===== config.mk =====
export PLATFORM = sky130hd
export DESIGN_NAME = qau_div_step
export DESIGN_NICKNAME = d
export VERILOG_FILES = /design/src/rtl/core/qau_pkg.sv /design/src/rtl/core/qau_div_step.sv
export SDC_FILE = /design/constraint.sdc
export NUM_CORES = 1
export LEC_CHECK = 0
export ABC_AREA = 1
export BUFFER_PORTS_ARGS = -buffer_cell sky130_fd_sc_hd__buf_2
export CAP_MARGIN = 25
export CORE_MARGIN = 5
export CORE_UTILIZATION = 30
export DETAILED_ROUTE_END_ITERATION = 10
export RECOVER_POWER = 100
export SLEW_MARGIN = 30
export SYNTH_ARGS = -nofsm -noshare
export SYNTH_HDL_FRONTEND = slang
export SYNTH_SLANG_ARGS = --single-unit
export TNS_END_PERCENT = 50

===== constraint.sdc =====
create_clock -name vclk -period 2.9
set_input_delay 0.435 -clock vclk [all_inputs]
set_output_delay 0.435 -clock vclk [all_outputs]
set_load 0.05 [all_outputs]

===== src/rtl/core/qau_pkg.sv =====
// Package for the quaternion arithmetic unit: operation and status codes,
// fixed datapath widths and the default fraction width. No dependencies.
package qau_pkg;

    localparam int FRAC_BITS_DEF = 16;

    // Sum of four squared 32-bit values, and Hamilton sums, fit in 66 bits.
    localparam int SUM_W    = 66;
    localparam int ROOT_W   = SUM_W / 2;
    localparam int SQ_REM_W = ROOT_W + 3;
    localparam int QUOT_W   = 32;

    typedef enum logic [3:0] {
        KIND_ADD       = 4'd0,
        KIND_SUB       = 4'd1,
        KIND_MUL       = 4'd2,
        KIND_SCALE     = 4'd3,
        KIND_CONJ      = 4'd4,
        KIND_PURE      = 4'd5,
        KIND_INV       = 4'd6,
        KIND_NORMALIZE = 4'd7,
        KIND_NORM      = 4'd8,
        KIND_NORM_SQ   = 4'd9
    } kind_t;

    typedef enum logic [1:0] {
        STATUS_OK       = 2'd0,
        STATUS_DIV_ZERO = 2'd1,
        STATUS_SAT      = 2'd2
    } status_t;

endpackage


===== src/rtl/core/qau_div_step.sv =====
// One bit step of restoring division: shifts in one numerator bit and
// subtracts the divisor where it fits. Depends on qau_pkg.
module qau_div_step
    import qau_pkg::*;
(
    input  logic [SUM_W-1:0] rem_in,
    input  logic             bit_in,
    input  logic [SUM_W-1:0] den,
    output logic [SUM_W-1:0] rem_out,
    output logic             q_bit
);

    logic [SUM_W:0] rem_sh;
    logic [SUM_W:0] diff;

    assign rem_sh  = {rem_in, bit_in};
    assign diff    = rem_sh - {1'b0, den};
    assign q_bit   = (rem_sh >= {1'b0, den});
    assign rem_out = q_bit ? diff[SUM_W-1:0] : rem_sh[SUM_W-1:0];

endmodule


After elaboration in Yosys (flattened, before gate mapping)
Cells that the tools add are included.
Storage, ports and cells
  flip-flop bits (word level): 0
  bits of input ports: 133
  output and inout bits: 67
  word-level logic and storage cells: 3
Operators by class
  $add $sub $neg: 1
  $lt $le $gt $ge: 1
  mux-type cells: 1
Operators with widths (number)
  67-bit by 66-bit >= comparator with 1-bit output: 1
  66-bit two-way mux: 1
  66-bit subtractor: 1

Logic depth before layout (Yosys ltp)
  word-level depth: 2
  mapped depth: 18
  mapped depth without buffers: 17

Worst setup path after synthesis
OpenSTA, ideal clock, no wires.
  path kind: input-to-output
  start point: input den[52]
  end point: output rem_out[0]
  arrival time: 2.927 ns
  required time: 2.465 ns
  slack: -0.462 ns
  stages on the path: 10
  buffers on the path: 1
  cells stage by stage: inv_1 ha_1 a21oi_1 o21ai_1 a21oi_1 nor2_1 nor3b_2 nand2_4 buf_8 o21ai_0
Between the ends
  longest elaborated chain between the ends: 2
Ends and longest elaborated chain
  start: declaration: line qau_div_step.sv:8  | input logic [SUM_W-1:0] den,
  67-bit by 66-bit >= comparator with 1-bit output: line qau_div_step.sv:18  | assign q_bit = (rem_sh >= {1'b0, den});
  66-bit two-way mux: line qau_div_step.sv:19  | assign rem_out = q_bit ? diff[SUM_W-1:0] : rem_sh[SUM_W-1:0];
  end: declaration: line qau_div_step.sv:9  | output logic [SUM_W-1:0] rem_out,
Every way passes these cells.

Worst setup path after layout
  start point: input den[63]
  end point: output rem_out[52]
The elaborated chain is that of the path after synthesis.

==> impl_metrics.toml <==
[finish]
drive_gt1_share_pct = 45.2
design.seq.count = 0
final_cells = 2357
clock_buffers = 0
final_area_um2 = 14100
area_growth_pct = 98.0
regArea_um2 = 0
final_nets = 2239

[placement]
place_hpwl_mm = 28.8
dp_cells = 2289
placed_area_um2 = 10700
numPortBuffers = 200
dp_worst_setup_slack_ns = -0.479
place.gp.congestion = 1.03

[grt]
grt_pass1_wl_mm = 56.3
grt_overflow = 0
grt_pass1_vias = 10900
antenna_found_initial = 1
grt_max_degree = 33
track_usage_pct = 26.6

[power]
p_per_area_nw_per_um2 = 287
leakage_nw = 7.89
vdd_drop_max_v = 0.000244
total_power_mw = 4.03

[timing]
fmax_ghz = 0.322
hold_ws_ns = 1.23
fin_ws_ns = -0.206
grt_setup_unrepaired = "true"
setup-violations-final = 67
slew-limit-headroom_pct = 75.0
worst_slew_pin_slew_ns = 0.372
finalHoldViolCount = 0
post-route-period-util_pct = 107
period_minus_slack_ns = 3.11
report.final.slew_viol_count = 0

[flow_run]
max_cap_viol_count = 0

[clock_tree]
ctsHoldBuffers = 0

[floorplanning]
initial_core_util_pct = 30.4
num_io_pins = 200
fp-row-count = 56
chipWidth_um = 164
design.die.area_um2 = 26900
die_height_um = 164
coreArea_um2 = 23400

[synth]
synth.yosys.seq_area_share_pct = 0
netlist.top_cell.by_area = "nand2_1"
synth.area.top_cells = "nand2_1, inv_1, ha_1"
synthesis.nets = 1689
synth_cell_type_count = 35
synth_area_um2 = 7100
yosys_warnings = 0
yosys.area.top_type_share_pct = 30.2
synth_cells = 1489
synth_area_per_cell_um2 = 4.77

[worst_setup_path]
cp-end-kind = "primary output"
required_ns = 2.47
critPathMaxFanout = 5
arrival_ns = 2.67
startpoint_type = "primary input"
crit_type = "primary input to primary output"

[drt]
via_per_inst = 4.83
vias = 11400
drt-initial-drc-count = 698
drt-total-wl_mm = 41.7
detail-route-antenna-nets = 0
drc = 0
wire_per_inst_um = 17.7
drt_first_pass_iters = 6

[run_status]
outcome = "complete, but fails checks"
violations = "setup timing"

[min_path]
hold_class = "primary input to primary output"
==> layout by cell type, fill, tap and decap left out, types with 12 or more instances in the layout <==
| cell | instances |
|---|---|
| buf_12 | 17 |
| nand4_1 | 15 |
| buf_8 | 38 |
| nand2_2 | 120 |
| nand3_2 | 20 |
| o21bai_1 | 12 |
| a21oi_2 | 18 |
| buf_2 | 116 |
| nand2_1 | 455 |
| o21ai_0 | 18 |
| a21oi_1 | 54 |
| nand3_1 | 104 |
| inv_2 | 38 |
| nor2_1 | 89 |
| nand3_4 | 17 |
| nand2_4 | 18 |
| nor2_2 | 20 |
| buf_4 | 328 |
| buf_6 | 54 |
| xor2_1 | 31 |
| ha_4 | 60 |
| inv_1 | 296 |
| nand3b_1 | 15 |
==> synth_stat cells <==
| cell type | count |
|---|---|
| nand3_1 | 140 |
| nand3_2 | 1 |
| buf_12 | 2 |
| clkinv_1 | 1 |
| fa_1 | 1 |
| inv_2 | 21 |
| nor3_2 | 4 |
| buf_2 | 4 |
| nor2_4 | 1 |
| nand4_1 | 15 |
| buf_8 | 1 |
| nor2_1 | 109 |
| o21ai_1 | 3 |
| xor2_1 | 31 |
| a21oi_2 | 2 |
| nor3_1 | 13 |
| nor2_2 | 10 |
| o211ai_1 | 2 |
| nand2_1 | 571 |
| nand2_4 | 1 |
| buf_4 | 6 |
| nor4_1 | 4 |
| xnor2_1 | 2 |
| buf_6 | 6 |
| clkbuf_1 | 2 |
| ha_1 | 66 |
| o21a_1 | 1 |
| nor3b_2 | 1 |
| o21ai_0 | 26 |
| o21bai_1 | 13 |
| nand3b_1 | 15 |
| inv_1 | 315 |
| a21oi_1 | 74 |
| nand2_2 | 23 |
| a21boi_0 | 2 |
==> what timing repair did <==
| item | CTS | global route |
|---|---|---|
| resized for setup | 374 | 202 |
| pin swaps | 60 | 62 |
| cloned | 6 | 11 |
| endpoints found under the setup margin | 67 | 67 |
| buffers inserted | 34 | 17 |
==> final timing paths <==
kind,from,endpoint,slack (ns),depth (start not counted)
max,den[63],rem_out[52],-0.21,17
min,bit_in,rem_out[0],1.23,4
==> power breakdown <==
part | internal, mW | switching [mW]
clock network | 0.0000000000131 | 0
logic | 1.76 | 2.28
registers | 0 | 0
total | 1.76 | 2.28
==> per-stage QoR <==
stage	util, %	setup TNS [ns]
after CTS	55.3	-3.05
after detailed placement	45.6	-28.22
final	60.1	-8.91
after global routing	60.1	-13.11
after global placement	45.6	-27.94
after floorplan	-	0
==> layout make-up <==
| type | count | area (um^2) |
|---|---|---|
| well taps | 319 | 399 |
| repair buffers | 569 | 4980 |
| fillers | 2223 | 9340 |
| diodes | 1 | 2.50 |
| multi-input cells | 1131 | 7410 |
| inverters | 337 | 1270 |
==> cell families after synthesis <==
| group | Yosys count | synth area share, % |
|---|---|---|
| AND/OR/NAND/NOR | 908 | 54.1 |
| buffers and inverters | 358 | 20.6 |
| AO/OA/AOI/OAI | 123 | 9.40 |
| adder cells (fa/ha/maj) | 67 | 11.9 |
| XOR/XNOR | 33 | 4.07 |
==> critical path: stages <==
cell and delay (ns):
buf_2 0.08, inv_1 0.07, ha_4 0.29, inv_1 0.05, nor3_2 0.24, nand2_2 0.15
nor3_4 0.23, nand2_1 0.10, nor3b_4 0.17, buf_6 0.13, nand2_8 0.09, buf_12 0.12
buf_12 0.12, buf_12 0.10, nand3_4 0.07, nand2_4 0.07, buf_8 0.14
==> layer usage <==
layer	up-vias	GRT usage (%)	part of all wire, %
met3	142	2.01	6.5
met4	0	9.07	5.5
met5	-	0	0
li1	5660	-	-
met2	448	46.5	46
met1	5146	34.7	42
No activity file was read; power rests on OpenSTA's default activity.
