===== src/rtl/core/qau_pkg.sv =====
// Package for the quaternion arithmetic unit: operation and status codes,
// fixed datapath widths and the default fraction width. No dependencies.
package qau_pkg;

    localparam int FRAC_BITS_DEF = 16;

    // Sum of four squared 32-bit values, and Hamilton sums, fit in 66 bits.
    localparam int SUM_W    = 66;
    localparam int ROOT_W   = SUM_W / 2;
    localparam int SQ_REM_W = ROOT_W + 3;
    localparam int QUOT_W   = 32;

    typedef enum logic [3:0] {
        KIND_ADD       = 4'd0,
        KIND_SUB       = 4'd1,
        KIND_MUL       = 4'd2,
        KIND_SCALE     = 4'd3,
        KIND_CONJ      = 4'd4,
        KIND_PURE      = 4'd5,
        KIND_INV       = 4'd6,
        KIND_NORMALIZE = 4'd7,
        KIND_NORM      = 4'd8,
        KIND_NORM_SQ   = 4'd9
    } kind_t;

    typedef enum logic [1:0] {
        STATUS_OK       = 2'd0,
        STATUS_DIV_ZERO = 2'd1,
        STATUS_SAT      = 2'd2
    } status_t;

endpackage


===== src/rtl/core/qau_sqrt_step.sv =====
// One digit step of the integer square root: takes two radicand bits and
// produces one root bit. Depends on qau_pkg.
module qau_sqrt_step
    import qau_pkg::*;
(
    input  logic [SQ_REM_W-1:0] rem_in,
    input  logic [ROOT_W-1:0]   root_in,
    input  logic [1:0]          pair,
    output logic [SQ_REM_W-1:0] rem_out,
    output logic [ROOT_W-1:0]   root_out
);

    logic [SQ_REM_W-1:0] rem_sh;
    logic [SQ_REM_W-1:0] trial;

    assign rem_sh = {rem_in[SQ_REM_W-3:0], pair};
    assign trial  = {1'b0, root_in, 2'b01};

    always_comb
    begin
        if (rem_sh >= trial)
        begin
            rem_out  = rem_sh - trial;
            root_out = {root_in[ROOT_W-2:0], 1'b1};
        end
        else
        begin
            rem_out  = rem_sh;
            root_out = {root_in[ROOT_W-2:0], 1'b0};
        end
    end

endmodule


===== config.mk =====
export PLATFORM = sky130hd
export DESIGN_NAME = qau_sqrt_step
export DESIGN_NICKNAME = d
export VERILOG_FILES = /design/src/rtl/core/qau_pkg.sv /design/src/rtl/core/qau_sqrt_step.sv
export SDC_FILE = /design/constraint.sdc
export NUM_CORES = 1
export LEC_CHECK = 0
export ABC_CLOCK_PERIOD_IN_PS = 7880
export BUFFER_PORTS_ARGS = -buffer_cell sky130_fd_sc_hd__buf_2
export CAP_MARGIN = 30
export CORE_ASPECT_RATIO = 0.5
export CORE_MARGIN = 3
export CORE_UTILIZATION = 40
export DETAILED_ROUTE_END_ITERATION = 8
export GPL_ROUTABILITY_DRIVEN = 0
export PLACE_DENSITY = 0.82
export SLEW_MARGIN = 0
export SYNTH_ARGS = -nofsm -noshare
export SYNTH_HDL_FRONTEND = slang
export SYNTH_SLANG_ARGS = --single-unit

===== constraint.sdc =====
create_clock -name vclk -period 7.88
set_input_delay 0.394 -clock vclk [all_inputs]
set_output_delay 0.394 -clock vclk [all_outputs]
set_load 0.01 [all_outputs]

; Word level (Yosys, flattened, before mapping)
; Index checks and enable logic that the tools add are counted.
[word_totals]
ff_bits = 0
in_bits = 71
out_inout_bits = 69
word_cells = 4
[classes]
addsub = 1
order_cmp = 1
mux = 2
[ops]
columns = cell, count
row1 = $ge A36 B35 Y1, 1
row2 = $mux W36, 1
row3 = $sub A36 B35 Y36, 1
row4 = $mux W1, 1

; Depth between registers and ports, before layout
; Gate-level depths: netlist of the first run.
[depth]
ltp_word = 2
depth_mapped = 13
ltp_nobuf = 11

; Worst setup path after synthesis of the first run
; Ideal clock, no wire load.
[synth_path]
kind = input to output
from = input root_in[0]
to = output rem_out[10]
arrival_time_ns = 2.794
t_required_ns = 7.486
setup_slack_ns = 4.692
stages = 12
path_buffers = 1
cell_sequence = inv_1 > ha_1 > nor2b_4 > o311ai_2 > a32oi_2 > a31oi_4 > o211ai_4 > a41o_4 > a21oi_4 > inv_4 > buf_6 > mux2_4
[synth_via]
elab_chain_cells = 2
word_cells_on_any_way = 3
cone_classes = add/sub (1) / order compare (1) / mux (1)
[synth_lines]
columns = item, line_no
row1 = from (decl), qau_sqrt_step.sv:7  ; input logic [ROOT_W-1:0] root_in,
row2 = $sub A36 B35 Y36 / $ge A36 B35 Y1 (equally long branches), "qau_sqrt_step.sv:23, qau_sqrt_step.sv:21"
row3 = $mux W36 (*), qau_sqrt_step.sv:21  ; if (rem_sh >= trial)
row4 = to (decl), qau_sqrt_step.sv:9  ; output logic [SQ_REM_W-1:0] rem_out,
; Every way passes the cells marked *; elsewhere a longest branch is shown, timed or not.

; Worst setup path in the final report of the first run
[layout_path]
from = input root_in[22]
to = output rem_out[6]
[layout_via]
elab_chain_cells = 2
[layout_lines]
columns = item, line_no
row1 = $ge A36 B35 Y1, qau_sqrt_step.sv:21
row2 = $mux W36, qau_sqrt_step.sv:21
; No other way between the ends.

==> results of run 1 <==
[final cells by class]
cell class,count,area [um2],area share [%]
Tap cell,88,110,3.32
Inverter,48,183,5.51
Multi-Input combinational cell,286,2330,70.4
Timing Repair Buffer,138,691,20.8
[critical path: cells and delay by family]
kind	cells	cell delay, ns
multiplexers	1	0.40
adder cells (fa/ha/maj)	1	0.40
buffers and inverters	4	0.72
AO/OA/AOI/OAI	3	0.65
AND/OR/NAND/NOR	4	0.84
[power by group through the flow]
stage	registers (mW)	logic, mW	clock network, mW
2_1_floorplan	0	0.248	0
3_3_place_gp	0	0.327	0
3_5_place_dp	0	0.332	0
4_1_cts	0	0.334	0
5_1_grt	0	0.366	0
6_report	0	0.332	0
[path summary, 6_finish.rpt]
check / cells after the start / endpoint
worst min-delay path: 2 / root_out[16]
worst max-delay path: 13 / rem_out[6]
[logic make-up after synthesis]
group	share of synthesized area, %
AOI/OAI and AO/OA	25.6
xor gates and xnor gates	9.67
adders and majority gates	15.6
buffers and inverters	16.8
muxes	16.3
and+or+nand+nor	16.0
[routing by layer]
metal	track usage, %	wire, um	share of wire, %	up-vias
met4	0.546	14	0.20	0
li1	-	-	-	1494
met2	29.8	3400	48	89
met3	1.54	398	5.6	2
met1	21.7	3290	46	1300
met5	0	0	0	-
[per-stage QoR]
step	area, um2	instances
after floorplan	2810	373
after detailed placement	3320	560
after global routing	3320	560
final	3320	560
after CTS	3320	560
after global placement	3320	560
[cell usage in the layout (no fill, tap or decap), drive strengths merged, types with 2 or more instances in the layout]
cell,n
buf,138
inv,48
ha,35
a21oi,34
mux2,31
nand2,27
o21ai,20
xnor2,19
nor2,12
xor2,12
and3,11
nand3,9
a21o,9
nand4,7
o21a,5
nor3,5
nor2b,5
o211ai,5
o21bai,4
and2,3
a211oi,3
or2,3
and4,2
nor3b,2
a31o,2
a32oi,2
a31oi,2
==> impl_metrics.csv, run 1 <==
group,metric,value,unit
logic_synthesis,yosysTopAreaCellShare,15.6,%
cells_and_area,seqCellArea,0,um2
sta,min_period_over_period,48.4,%
cells_and_area,clkbuf_count,0,
worst_setup_path,crit_start,"root_in[22]",
detailed_routing,wl_per_cell,12.7,um
sta,rsz0062_at_grt,"no",
worst_setup_path,crit_arrival,3.42,ns
power,max-vdd-ir-drop,0.0448,mV
floorplan,die_w,124,um
global_route,grt-ovfl-total,0,
floorplan,ios,140,
cells_and_area,utilization,51.6,%
worst_setup_path,cpPeakStageDelay,0.46,ns
power,clkPwrFrac,0,%
logic_synthesis,yosysSeqAreaShare,0,%
power,sequentialPowerShare,0,%
sta,worstMarginPinSlew,0.596,ns
worst_setup_path,crit_chain,"buf_2 -> inv_1 -> ha_1 -> and4_1 -> and3_1 -> nor2b_1 -> nand2_1 -> o211ai_4 -> a41o_4 -> a21oi_4 -> inv_4 -> mux2_2 -> buf_2",
sta,fin_ws,4.07,ns
worst_setup_path,cp_max_fo,35,
power,fin_total_pwr,0.332,mW
sta,fin_hold_ws,0.987,ns
floorplan,initial_core_util,43.6,%
power,p_per_area,100,nW/um2
cells_and_area,diodes,0,
sta,final-max-slew-violation-count,0,
hold_path,hold_start,"root_in[15]",
logic_synthesis,ys_top_cells_by_count,"47 x inv_1, 35 x ha_1, 33 x a21oi_1",
worst_setup_path,path_common_cell,"buf_2",
logic_synthesis,yosysTopAreaCell,"ha_1",
hold_path,hp-class,"primary input to primary output",
floorplan,rows,20,
placement,pre_cts_slack,4.07,ns
global_route,grt_max_degree,36,
detailed_routing,vias_per_cell,5.15,
detailed_routing,dr.pass1.iters,5,
sta,period_needed,3.81,ns
power,comb_power_share,100.0,%
worst_setup_path,cp_slowest_cell,"inv_4",
detailed_routing,vias,2885,
logic_synthesis,syn_nets,479,
logic_synthesis,synthCells,373,
sta,max_freq,262,MHz
sta,setup_tns,0,ns
cells_and_area,layout.nets,580,
cells_and_area,seq_cells,0,
floorplan,core-area,6430,um2
detailed_routing,drc_errors,0,
sta,setup_violations,0,
power,p_switching,0.167,mW
cells_and_area,synthToLayoutAreaGrowth,18.2,%
worst_setup_path,end_kind,"primary output",
clock_tree,post_cts_buffers,0,
sta,hold_viol_final,0,
cells_and_area,drive_gt1_share,39.0,%
sta,relSlewSlack,60.3,%
run_status,status,"finished, final reports clean",
clock_tree,cts_hold_buf,0,
floorplan,dieArea,8120,um2
power,p_int,0.165,mW
power,p_sw_share,50.3,%
logic_synthesis,synth_area_leaders,"ha_1 16%, mux2_4 14%, buf_4 8.6%",
logic_synthesis,syn-cell-area,2810,um2
logic_synthesis,avgSynthCellArea,7.52,um2
detailed_routing,drt-initial-drc-count,114,
clock_tree,cts_resized,0,
global_route,grt_pass1_wl,11600,um
job,maxCapViolCount,0,
global_route,globalRouteTotalUtil,16.1,%
worst_setup_path,required,7.49,ns
cells_and_area,nFillCells,645,
detailed_routing,routed_wl,7110,um
global_route,antenna_found_initial,0,
placement,portBuffers,138,
global_route,grt_pass1_vias,2626,
power,cellLeakagePower,1.84,nW
logic_synthesis,synth_cell_type_count,54,
detailed_routing,ant_nets,0,
logic_synthesis,yosys_warnings,0,
worst_setup_path,crit_type,"primary input to primary output",
logic_synthesis,synth_most_common_cell,"inv_1",
floorplan,fp.dieH,65.2,um
placement,dp_hpwl,6100,um
worst_setup_path,cp-start-kind,"primary input",
No activity file was read; power rests on OpenSTA's default activity.
==> run 2: changes to the inputs <==
- ABC_AREA: unset -> 1
- ABC_CLOCK_PERIOD_IN_PS: 7880 -> 3200
- PLACE_DENSITY: 0.82 -> 0.81
- clock period: 7.88 -> 3.2 ns (I/O delays scaled with it)
==> impl_metrics.csv, run 2 <==
group,metric,value,unit
sta,min_period_over_period,77.7,%
logic_synthesis,synth_area_leaders,"nand2_1 33%, inv_1 14%, ha_1 12%",
sta,period_needed,2.49,ns
logic_synthesis,synthCells,717,
sta,setup_violations,0,
detailed_routing,dr.pass1.iters,7,
placement,portBuffers,138,
power,p_sw_share,62.1,%
floorplan,initial_core_util,42.7,%
clock_tree,cts_hold_buf,0,
worst_setup_path,crit_arrival,2.33,ns
global_route,grt_pass1_vias,3682,
detailed_routing,wl_met2,4510,um
job,maxCapViolCount,0,
power,p_per_area,204,nW/um2
cells_and_area,multiInputGateArea,2720,um2
sta,relSlewSlack,58.7,%
global_route,antenna_found_initial,0,
sta,hold_viol_final,0,
cells_and_area,most-common-layout-cells,"308 x nand2_1, 138 x buf_2, 130 x inv_1",
floorplan,core-area,8290,um2
detailed_routing,drt-initial-drc-count,340,
floorplan,ios,140,
logic_synthesis,yosys_warnings,0,
placement,dp_hpwl,9320,um
cells_and_area,diodes,0,
detailed_routing,drc_errors,0,
logic_synthesis,ys_top_cells_by_count,"308 x nand2_1, 130 x inv_1, 63 x nor2_1",
logic_synthesis,yosysTopAreaCell,"nand2_1",
sta,rsz0062_at_grt,"no",
logic_synthesis,synth_most_common_cell,"nand2_1",
cells_and_area,seqCellArea,0,um2
detailed_routing,wl_per_cell,11.3,um
run_status,status,"finished, final reports clean",
detailed_routing,vias_per_cell,4.74,
cells_and_area,seq_cells,0,
floorplan,dieArea,10100,um2
worst_setup_path,end_kind,"primary output",
hold_path,holdPathEnd,"root_out[10]",
cells_and_area,nFillCells,942,
cells_and_area,drive_gt1_share,20.9,%
global_route,grt_pass1_wl,16500,um
power,sequentialPowerShare,0,%
power,p_int,0.315,mW
worst_setup_path,crit_chain,"buf_2 -> ha_1 -> nand2_2 -> inv_1 -> nand2_1 -> nand2_1 -> a21oi_1 -> nand3_2 -> nand3_2 -> nand2_2 -> inv_2 -> nand2_1 -> nand2_1 -> buf_2",
logic_synthesis,synth_cell_type_count,25,
hold_path,hold_start,"root_in[9]",
power,comb_power_share,100.0,%
global_route,grt-ovfl-total,0,
cells_and_area,layout.nets,926,
logic_synthesis,avgSynthCellArea,4.93,um2
sta,fin_hold_ws,0.518,ns
worst_setup_path,path_common_cell,"nand2_1",
clock_tree,post_cts_buffers,0,
detailed_routing,met3_length,925,um
detailed_routing,routed_wl,10500,um
worst_setup_path,cp_max_fo,35,
detailed_routing,maxUsedRoutingLayer,"met4",
sta,worstMarginPinSlew,0.618,ns
sta,setup_tns,0,ns
logic_synthesis,yosysSeqAreaShare,0,%
clock_tree,cts_resized,0,
global_route,grt_max_degree,36,
cells_and_area,final_common_cell,"nand2_1",
floorplan,rows,23,
cells_and_area,synthToLayoutAreaGrowth,15.2,%
power,clkPwrFrac,0,%
hold_path,hp-class,"primary input to primary output",
worst_setup_path,cpPeakStageDelay,0.46,ns
worst_setup_path,cp_slowest_cell,"inv_2",
logic_synthesis,syn-cell-area,3540,um2
hold_path,holdPathStages,2,
floorplan,fp.dieH,72.5,um
global_route,globalRouteTotalUtil,18.9,%
logic_synthesis,yosysTopAreaCellShare,32.7,%
power,p_switching,0.517,mW
logic_synthesis,syn_nets,823,
cells_and_area,clkbuf_count,0,
detailed_routing,ant_nets,0,
detailed_routing,vias,4407,
detailed_routing,wirelength_met1,4960,um
worst_setup_path,crit_type,"primary input to primary output",
floorplan,die_w,139,um
sta,max_freq,402,MHz
power,max-vdd-ir-drop,0.0758,mV
worst_setup_path,cp-start-kind,"primary input",
power,cellLeakagePower,2.71,nW
sta,final-max-slew-violation-count,0,
worst_setup_path,required,3.04,ns
## run 2: changes by cell type after synthesis, sizes merged, moves of 5 or more
cell / change
o21ai: -11
a21o: -9
nand3: +30
and3: -11
nand2: +288
nand3b: +11
inv: +87
mux2: -31
nor2b: -5
xnor2: -18
xor2: +6
o211ai: -5
a21oi: -7
nor2: +58
## run 2: how the worst max path moves through the flow
stage / start / to / slack (ns)
after floorplan: root_in[17] / rem_out[35] / 1.41
after global placement: rem_in[9] / rem_out[28] / 0.80
after detailed placement: rem_in[17] / rem_out[3] / 0.74
after CTS: rem_in[17] / rem_out[3] / 0.73
after global routing: rem_in[20] / rem_out[2] / 0.51
final: rem_in[17] / rem_out[25] / 0.71
## run 2: power groups by stage
stage                     sequential, mW  combinational, mW  clock, mW
after floorplan                        0              0.594          0
after global placement                 0              0.815          0
after detailed placement               0              0.829          0
after CTS                              0              0.832          0
after global routing                   0              0.932          0
final                                  0              0.833          0
## run 2: critical path, delay by kind of cell
family	cells	cell delay [ns]
AO/OA/AOI/OAI	1	0.22
buffers and inverters	4	0.74
adder cells (fa/ha/maj)	1	0.37
AND/OR/NAND/NOR	8	0.84
## run 2: logic make-up after synthesis
group           share of synthesized area (%)
simple gates                             53.9
compound gates                           5.94
fa+ha+maj                                12.4
xor+xnor                                 4.70
buf+inv                                  23.1
## run 2: per-layer routing
layer / global-route usage, % / up-vias
li1: - / 2334
met1: 27.4 / 1889
met2: 32.1 / 170
met3: 1.58 / 14
met4: 1.74 / 0
met5: 0 / -
## run 2: through the flow
| stage | power, mW | area, um2 | utilization (%) | setup WS (ns) | cells |
|---|---|---|---|---|---|
| final | 0.833 | 4070 | 49.2 | 0.714 | 930 |
| after global routing | 0.932 | 4070 | 49.2 | 0.506 | 930 |
| after detailed placement | 0.829 | 4070 | 49.2 | 0.738 | 930 |
| after floorplan | 0.594 | 3540 | - | 1.41 | 717 |
| after global placement | 0.815 | 4070 | 49.2 | 0.798 | 930 |
| after CTS | 0.832 | 4070 | 49.2 | 0.732 | 930 |
## run 2: final cells by class
cell class / instances / area share, %
multi-input combinational: 543 / 66.8
timing repair buffer: 140 / 17.3
inverter: 135 / 12.4
tap: 112 / 3.44
